`config.mk`:
```
export PLATFORM = sky130hd
export DESIGN_NAME = turnout_lock_controller
export DESIGN_NICKNAME = d
export VERILOG_FILES = /design/src/tlc_pkg.sv /design/src/turnout_lock_controller.sv /design/src/tlc_cfg_regs.sv /design/src/tlc_step.sv
export SDC_FILE = /design/constraint.sdc
export NUM_CORES = 1
export LEC_CHECK = 0
export BUFFER_PORTS_ARGS = -buffer_cell sky130_fd_sc_hd__buf_2
export CORE_UTILIZATION = 61
export CTS_BUF_LIST = sky130_fd_sc_hd__clkbuf_8 sky130_fd_sc_hd__clkbuf_16
export CTS_CLUSTER_SIZE = 10
export DETAILED_ROUTE_END_ITERATION = 8
export GPL_ROUTABILITY_DRIVEN = 1
export PLACE_DENSITY = 0.8
export REMOVE_ABC_BUFFERS = 1
export SETUP_SLACK_MARGIN = 0.2
export SKIP_CTS_REPAIR_TIMING = 1
export SLEW_MARGIN = 10
export SYNTH_ARGS = -nofsm -noshare
export SYNTH_HDL_FRONTEND = slang
export SYNTH_SLANG_ARGS = --single-unit
```
`constraint.sdc`:
```
create_clock -name clk -period 5.5 [get_ports clk]
set_input_delay 0.55 -clock clk [delete_from_list [all_inputs] [get_ports clk]]
set_output_delay 0.55 -clock clk [all_outputs]
set_load 0.02 [all_outputs]
```
`src/tlc_pkg.sv`:
```
// Shared types and constants for the turnout lock controller.
// Transaction payloads, configuration, controller state and lock phase codes.
// No dependencies.
`timescale 1ns / 1ps

package tlc_pkg;

	localparam int CFG_IDX_W  = 3;
	localparam int CFG_DATA_W = 8;

	localparam logic [CFG_IDX_W-1:0] CFG_TICKS_PER_QUARTER     = 3'd0;
	localparam logic [CFG_IDX_W-1:0] CFG_MOTOR_POWER_QUARTERS  = 3'd1;
	localparam logic [CFG_IDX_W-1:0] CFG_RELAY_POWER_QUARTERS  = 3'd2;
	localparam logic [CFG_IDX_W-1:0] CFG_LOCK_TIMEOUT_QUARTERS = 3'd3;
	localparam logic [CFG_IDX_W-1:0] CFG_RESTORED_POSITION     = 3'd4;

	typedef enum logic [1:0] {
		PH_LOCKED   = 2'd0,
		PH_TIMING   = 2'd1,
		PH_UNLOCKED = 2'd2
	} lock_phase_t;

	typedef struct packed {
		logic unlock_key_raw;
		logic position_key_raw;
		logic sense_normal;
		logic sense_reverse;
		logic simulate_lock;
	} tlc_in_t;

	typedef struct packed {
		logic       drive_normal;
		logic       motor_power_on;
		logic       relay_drive;
		logic       relay_power_on;
		logic       led_normal;
		logic       led_reverse;
		logic       hold_power;
		logic       store_request;
		logic       store_position;
		logic [1:0] lock_status;
	} tlc_out_t;

	typedef struct packed {
		logic [7:0] ticks_per_quarter;
		logic [7:0] motor_power_quarters;
		logic [7:0] relay_power_quarters;
		logic [7:0] lock_timeout_quarters;
		logic       restored_position;
	} tlc_cfg_t;

	// bit 0 of the key fields is the unlock key, bit 1 the position key
	typedef struct packed {
		logic [1:0]  db_low;
		logic [1:0]  db_high;
		logic [1:0]  keys;
		logic [1:0]  latches;
		logic [7:0]  prescaler;
		logic        req_pos;
		logic [7:0]  motor_timer;
		logic [7:0]  relay_timer;
		logic [7:0]  lock_timer;
		lock_phase_t phase;
		logic        relay_level;
		logic [1:0]  leds;
		logic        hold;
	} tlc_state_t;

	localparam tlc_cfg_t CFG_RESET = '{
		ticks_per_quarter:     8'd25,
		motor_power_quarters:  8'd16,
		relay_power_quarters:  8'd4,
		lock_timeout_quarters: 8'd20,
		restored_position:     1'b0
	};

	localparam tlc_state_t STATE_RESET = '{
		db_low:      2'b00,
		db_high:     2'b00,
		keys:        2'b00,
		latches:     2'b00,
		prescaler:   8'd0,
		req_pos:     1'b0,
		motor_timer: 8'd0,
		relay_timer: 8'd0,
		lock_timer:  8'd0,
		phase:       PH_LOCKED,
		relay_level: 1'b0,
		leds:        2'b11,
		hold:        1'b1
	};

endpackage

```
`src/turnout_lock_controller.sv`:
```
// Top level of the turnout lock controller.
// Instantiates tlc_cfg_regs and tlc_step; depends on tlc_pkg.
//
// Usage:
//  - Each input transaction is one 10 ms tick: raw key levels, the two
//    turnout sensors and the mode switch. Each tick yields exactly one
//    output transaction with drives, power enables, LED levels, hold/store
//    and lock status.
//  - Both channels use valid/ready; a transaction moves when both are high.
//  - Path: an accepted transaction waits in the input register; its result
//    then shows from the output register, if the output is not stalled.
//  - Throughput: one transaction per cycle while the output is not stalled. The
//    input register feeds the step logic, whose result lands in the output
//    register; all controller state updates in that same cycle.
//  - When the receiver stalls, hold the result in the output register and
//    keep one more tick in the input register; then drop in_ready.
//  - Configuration writes take effect at the write edge, with no wait and no
//    read-back; issue them only while no tick is in flight. A write of the
//    restored position also reloads the requested position.
//  - Reset (arst_n low): configuration returns to its defaults, controller
//    state to locked with LEDs on and hold asserted, both stages empty.
`timescale 1ns / 1ps

module turnout_lock_controller (
	input  logic                           clk,
	input  logic                           arst_n,
	input  logic                           in_valid,
	output logic                           in_ready,
	input  tlc_pkg::tlc_in_t               in_data,
	output logic                           out_valid,
	input  logic                           out_ready,
	output tlc_pkg::tlc_out_t              out_data,
	input  logic                           cfg_wr_en,
	input  logic [tlc_pkg::CFG_IDX_W-1:0]  cfg_index,
	input  logic [tlc_pkg::CFG_DATA_W-1:0] cfg_data
);
	import tlc_pkg::*;

	tlc_cfg_t   cfg;
	logic       pos_load;

	logic       valid_s1;
	tlc_in_t    item_s1;
	logic       valid_s2;
	tlc_out_t   result_s2;

	tlc_state_t state_q;
	tlc_state_t state_next;
	tlc_out_t   result;
	logic       advance;

	tlc_cfg_regs u_cfg (
		.clk       (clk),
		.arst_n    (arst_n),
		.cfg_wr_en (cfg_wr_en),
		.cfg_index (cfg_index),
		.cfg_data  (cfg_data),
		.cfg       (cfg),
		.pos_load  (pos_load)
	);

	tlc_step u_step (
		.cfg    (cfg),
		.cur    (state_q),
		.item   (item_s1),
		.nxt    (state_next),
		.result (result)
	);

	// advance the held tick when the output register is free or being drained
	assign advance  = valid_s1 && (!valid_s2 || out_ready);
	assign in_ready = !valid_s1 || advance;

	// input register: hold the tick until the step logic consumes it
	always_ff @(posedge clk or negedge arst_n) begin
		if (!arst_n) begin
			valid_s1 <= 1'b0;
		end else if (in_ready) begin
			valid_s1 <= in_valid;
		end
	end

	always_ff @(posedge clk) begin
		if (in_valid && in_ready) begin
			item_s1 <= in_data;
		end
	end

	// output register
	always_ff @(posedge clk or negedge arst_n) begin
		if (!arst_n) begin
			valid_s2 <= 1'b0;
		end else if (advance) begin
			valid_s2 <= 1'b1;
		end else if (out_ready) begin
			valid_s2 <= 1'b0;
		end
	end

	always_ff @(posedge clk) begin
		if (advance) begin
			result_s2 <= result;
		end
	end

	// controller state: update once per consumed tick; otherwise a restored position write reloads req_pos
	always_ff @(posedge clk or negedge arst_n) begin
		if (!arst_n) begin
			state_q <= STATE_RESET;
		end else if (advance) begin
			state_q <= state_next;
		end else if (pos_load) begin
			state_q.req_pos <= cfg_data[0];
		end
	end

	assign out_valid = valid_s2;
	assign out_data  = result_s2;

endmodule

```
`src/tlc_cfg_regs.sv`:
```
// Configuration register file of the turnout lock controller.
// Depends on tlc_pkg for the register layout and index codes.
`timescale 1ns / 1ps

module tlc_cfg_regs (
	input  logic                           clk,
	input  logic                           arst_n,
	input  logic                           cfg_wr_en,
	input  logic [tlc_pkg::CFG_IDX_W-1:0]  cfg_index,
	input  logic [tlc_pkg::CFG_DATA_W-1:0] cfg_data,
	output tlc_pkg::tlc_cfg_t              cfg,
	output logic                           pos_load
);
	import tlc_pkg::*;

	tlc_cfg_t cfg_q;

	always_ff @(posedge clk or negedge arst_n) begin
		if (!arst_n) begin
			cfg_q <= CFG_RESET;
		end else if (cfg_wr_en) begin
			unique case (cfg_index)
				CFG_TICKS_PER_QUARTER:     cfg_q.ticks_per_quarter <= cfg_data;
				CFG_MOTOR_POWER_QUARTERS:  cfg_q.motor_power_quarters <= cfg_data;
				CFG_RELAY_POWER_QUARTERS:  cfg_q.relay_power_quarters <= cfg_data;
				CFG_LOCK_TIMEOUT_QUARTERS: cfg_q.lock_timeout_quarters <= cfg_data;
				CFG_RESTORED_POSITION:     cfg_q.restored_position <= cfg_data[0];
				default: ;
			endcase
		end
	end

	// a restored position write also reloads the requested position
	assign pos_load = cfg_wr_en && (cfg_index == CFG_RESTORED_POSITION);
	assign cfg      = cfg_q;

endmodule

```
`src/tlc_step.sv`:
```
// Per-tick control logic of the turnout lock controller: debounce, prescaler,
// lock machine, position toggle, power timers, LEDs and shutdown check.
// Depends on tlc_pkg; purely combinational.
`timescale 1ns / 1ps

module tlc_step (
	input  tlc_pkg::tlc_cfg_t   cfg,
	input  tlc_pkg::tlc_state_t cur,
	input  tlc_pkg::tlc_in_t    item,
	output tlc_pkg::tlc_state_t nxt,
	output tlc_pkg::tlc_out_t   result
);
	import tlc_pkg::*;

	logic motor_on;
	logic relay_on;
	logic store;

	// next state
	always_comb begin
		logic [1:0] raw;
		logic [1:0] chg;
		logic [8:0] tick_next;
		logic       quarter;
		logic       reads_normal;
		logic       reads_reverse;
		logic       matched;

		nxt = cur;

		// vertical-counter debounce, press latch on a debounced rising edge
		raw = {item.position_key_raw, item.unlock_key_raw};
		chg = cur.keys ^ raw;
		nxt.db_low  = ~(cur.db_low & chg);
		nxt.db_high = nxt.db_low ^ (cur.db_high & chg);
		chg = chg & nxt.db_low & nxt.db_high;
		nxt.keys    = cur.keys ^ chg;
		nxt.latches = cur.latches | (nxt.keys & chg);

		// quarter-second prescaler
		tick_next = {1'b0, cur.prescaler} + 9'd1;
		if (tick_next >= {1'b0, cfg.ticks_per_quarter}) begin
			nxt.prescaler = 8'd0;
			quarter       = 1'b1;
		end else begin
			nxt.prescaler = tick_next[7:0];
			quarter       = 1'b0;
		end

		reads_normal  = item.sense_normal && !item.sense_reverse;
		reads_reverse = item.sense_reverse && !item.sense_normal;

		if (item.simulate_lock) begin
			if (cur.phase == PH_LOCKED) begin
				if (nxt.latches[0]) begin
					nxt.relay_level = 1'b1;
					nxt.relay_timer = cfg.relay_power_quarters;
					nxt.lock_timer  = cfg.lock_timeout_quarters;
					nxt.phase       = PH_TIMING;
				end
				nxt.latches[0] = 1'b0;
			end else if (cur.phase == PH_UNLOCKED) begin
				if (nxt.latches[0] && reads_normal) begin
					nxt.phase       = PH_LOCKED;
					nxt.relay_level = 1'b0;
					nxt.relay_timer = cfg.relay_power_quarters;
				end
				if (nxt.latches[1]) begin
					nxt.req_pos = ~cur.req_pos;
				end
				nxt.latches = 2'b00;
			end
			// lock opens once the timeout has run out
			if (nxt.phase == PH_TIMING && nxt.lock_timer == 8'd0) begin
				nxt.latches = 2'b00;
				nxt.phase   = PH_UNLOCKED;
			end
		end else begin
			if (nxt.latches[1]) begin
				nxt.req_pos = ~cur.req_pos;
			end
			nxt.latches = 2'b00;
		end

		// sensor match against the (possibly toggled) requested position
		matched = nxt.req_pos ? reads_reverse : reads_normal;
		if (!matched) begin
			nxt.motor_timer = cfg.motor_power_quarters;
		end

		motor_on = (nxt.motor_timer != 8'd0);
		relay_on = (nxt.relay_timer != 8'd0);

		if (quarter) begin
			if (nxt.motor_timer != 8'd0) nxt.motor_timer = nxt.motor_timer - 8'd1;
			if (nxt.relay_timer != 8'd0) nxt.relay_timer = nxt.relay_timer - 8'd1;
			if (nxt.lock_timer != 8'd0)  nxt.lock_timer  = nxt.lock_timer - 8'd1;
			unique case (nxt.phase)
				PH_UNLOCKED: nxt.leds = 2'b00;
				PH_TIMING:   nxt.leds = ~nxt.leds;
				default:     nxt.leds = 2'b11;
			endcase
		end

		// shutdown: nothing powered and lock closed
		store = (nxt.motor_timer == 8'd0) && (nxt.relay_timer == 8'd0)
			&& (nxt.phase == PH_LOCKED);
		if (store) begin
			nxt.hold = 1'b0;
		end
	end

	// outputs
	always_comb begin
		result.drive_normal   = ~nxt.req_pos;
		result.motor_power_on = motor_on;
		result.relay_drive    = nxt.relay_level;
		result.relay_power_on = relay_on;
		result.led_normal     = nxt.leds[0];
		result.led_reverse    = nxt.leds[1];
		result.hold_power     = nxt.hold;
		result.store_request  = store;
		result.store_position = nxt.req_pos;
		result.lock_status    = nxt.phase;
	end

endmodule

```
==> results.txt <==
outcome: completed
critical-path cell list: xnor2_1 > nor3_1 > ha_1 > o21ba_2 > o211a_1 > mux2i_1 > ha_1 > nor4b_1 > mux2i_1 > nand2_1 > o21ai_0 > nand4b_1 > nand4b_1 > nor4_2 > a31oi_1
dominant synthesized flop cell: dfrtp_1
DR iter-0 viols: 296
pwr dens: 460 nW/µm²
simple-gate share of the synthesized area: 19.8%
die area: 9840 µm²
Die Y: 99.2 µm
overall routing resource usage: 27.4%
Worst Setup End Kind: register
post-route ant nets: 0
CTS Sinks: 97
Ports: 34
HPWL Detailed: 9.02 mm
dpl ws: 885 ps
worst rel slew slack: 23.3%
antenna fix cells: 0
Clock Pin Slew Worst Setup and Hold Paths: 100 ps
worst min-delay path class: in2async
critical path class: reg2reg
VDD IR max: 0.218 mV
fin crit share: 84.6%
setup TNS: 0 ps
initial core utilization: 62.7%
CP max stage cell: o211a_1
Vias: 4710
IO Port Bufs: 33
max incr delay on CP: 790 ps
utilization after layout: 67.7%
Leakage: 2.53 nW
Yosys cell types: 74
fin. max-slew vios: 0
root buffer cell: clkbuf_8
flops & latches, synth: 97
final instance area: 6220 µm²
RSZ-0062 raised after global routing: false
pin count of the biggest net entering global routing: 82
GP Congestion: 0.891
total core area: 9200 µm²
Clk Latency, worst-skew pair: 370 ps
cell count after synthesis: 599
vias per cell: 6.38
initial antenna violation count: 0
drt wl/cell: 17.2 µm
YS warnings: 0
gr ovfl total: 0
final worst slack: 847 ps
max-cap violations: 0
fmax: 0.215 GHz
drt first pass iters: 5
mux contribution to synthesized area: 10.3%
die width: 99.2 µm
first-pass GRT wire length: 21.1 mm
main combinational cell family by area after synthesis: simple AND/OR/NAND/NOR gates
EDFF count, synth: 16
Final min period: 4650 ps
DRC: 0
Startpoint Class: register
H-tree levels: 3
share of post-route cells with drive strength above 1: 19.8%
crit path DAT: 4750 ps
Adder-Cell Fraction of Synth Area: 4.12%
Post-Synth XOR/XNOR Area: 2.73%
Layout area overhead: 7.99%
Routed WL: 12.7 mm
skew final: 14.8 ps
WP data required: 5600 ps
vias in the first global route: 4470
WHS: 348 ps
FILL cells: 756
fraction of registers with async set/reset: 83.5%
clock buffer count from CTS: 9
Mapped Area: 5760 µm²
sequential area share after synthesis: 43.7%
count of final setup violators: 0
Clock Tree Buf Depth: 2
Nets: 662
worst-margin pin slew: 1150 ps
placed cell area: 6010 µm²
Avg Cell Area, Syn: 9.62 µm²
Row Count: 35
Hold Fails Final Rpt: 0
TritonCTS clock tree: done
complex-gate fraction of the synthesized area: 15.9%
maximum fanout along the worst path: 26
[report_power, final]
group          leakage (nW)  total, mW  switching (mW)  internal [mW]
registers              1.13       1.16           0.205          0.955
logic                  1.29       1.21           0.705          0.502
clock network         0.110      0.494           0.256          0.238
total                  2.53       2.86            1.17           1.69
[critical path, delay by kind of cell, from the launching register on]
kind                       cells  cell delay (ps)
and+or+nand+nor                6             1450
AOI/OAI and AO/OA              4             1190
muxes                          2              660
adders and majority gates      2              500
DFF                            1              410
xor gates and xnor gates       1              170
[layout by cell type, fill, tap and decap left out, types with 3 or more instances in the layout]
cell	instances
buf_4	6
nand4_1	5
dfstp_2	10
ha_1	19
nand3_1	18
o22a_1	3
nand4b_1	5
a31oi_1	6
clkbuf_8	11
buf_2	32
o22ai_1	3
nor3_1	20
a21oi_1	24
mux2_2	34
edfxtp_1	16
or3_1	4
o41a_1	3
dfrtp_1	71
xnor2_1	9
nand2b_1	6
o21ai_0	51
xor2_1	9
o211ai_1	8
and3_1	3
and2_1	3
nor3b_1	5
nand2_1	80
inv_1	22
mux2i_1	18
a22oi_1	5
nor2_1	46
nor4_1	8
nor4b_1	3
a21o_1	4
[flip-flops by register name (all words and copies together), names as in the netlist]
register   count
state_q       47
u_cfg.cfg     32
out_data      11
item_s1        5
out_valid      1
valid_s1       1
[area by class of cell]
cell class / count / area (µm²) / area share (%)
clock inverter: 5 / 61.3 / 0.985
timing repair buffer: 38 / 205 / 3.30
sequential: 97 / 2520 / 40.5
multi-input combinational: 452 / 3050 / 49.0
clock buffer: 11 / 151 / 2.43
tap: 111 / 139 / 2.23
inverter: 24 / 95.1 / 1.53
[worst paths after layout]
path	to	from	cells after the start	slack [ps]
setup / recovery	out_data[4]$_DFFE_PP_	state_q[41]$_DFFE_PN0P_	15	850
hold / removal	state_q[45]$_DFFE_PN0P_	arst_n	1	350
setup reg to reg	out_data[4]$_DFFE_PP_	state_q[41]$_DFFE_PN0P_	15	850
hold reg to reg	state_q[0]$_DFFE_PN1P_	state_q[0]$_DFFE_PN1P_	2	480
max in group asynchronous	state_q[16]$_DFFE_PN0P_	arst_n	1	4480
min in group clk	item_s1[3]$_DFFE_PP_	in_data[3]	1	350
[kinds of logic after synthesis]
| family | after synthesis |
|---|---|
| AO/OA/AOI/OAI | 136 |
| XOR/XNOR | 18 |
| adder cells (fa/ha/maj) | 19 |
| buffers and inverters | 50 |
| flip-flops | 97 |
| multiplexers | 54 |
| AND/OR/NAND/NOR | 225 |
[layer usage]
metal	share of wire [%]	up-vias	global-route usage, %
met4	3.0	0	12.0
met2	48	156	45.0
met3	4.9	36	3.23
met5	0	-	0
li1	-	2233	-
met1	44	2285	36.9
[synthesized netlist by cell type (5+ instances only)]
master	count	area (µm²)
clkbuf_1	22	82.6
inv_1	22	82.6
nand4b_1	5	43.8
a31oi_1	6	37.5
a21oi_1	24	120
nand2_1	80	300
nand2b_1	6	37.5
o21ai_0	51	255
nand3_1	18	90.1
o211ai_1	8	60.1
nor4_1	8	50.1
nor3b_1	5	37.5
ha_1	19	238
xnor2_1	9	78.8
xor2_1	9	78.8
mux2i_1	18	180
dfstp_2	10	263
edfxtp_1	16	480
nand4_1	5	31.3
dfrtp_1	71	1780
nor2_1	46	173
nor3_1	20	100
a22oi_1	5	37.5
mux2_2	34	383
[through the flow]
step	instances	total power, mW
final	738	2.86
after global routing	738	3.07
after CTS	738	2.86
after detailed placement	722	2.36
after global placement	722	2.31
after floorplan	573	2.04
(Power assumes the default switching activity.)
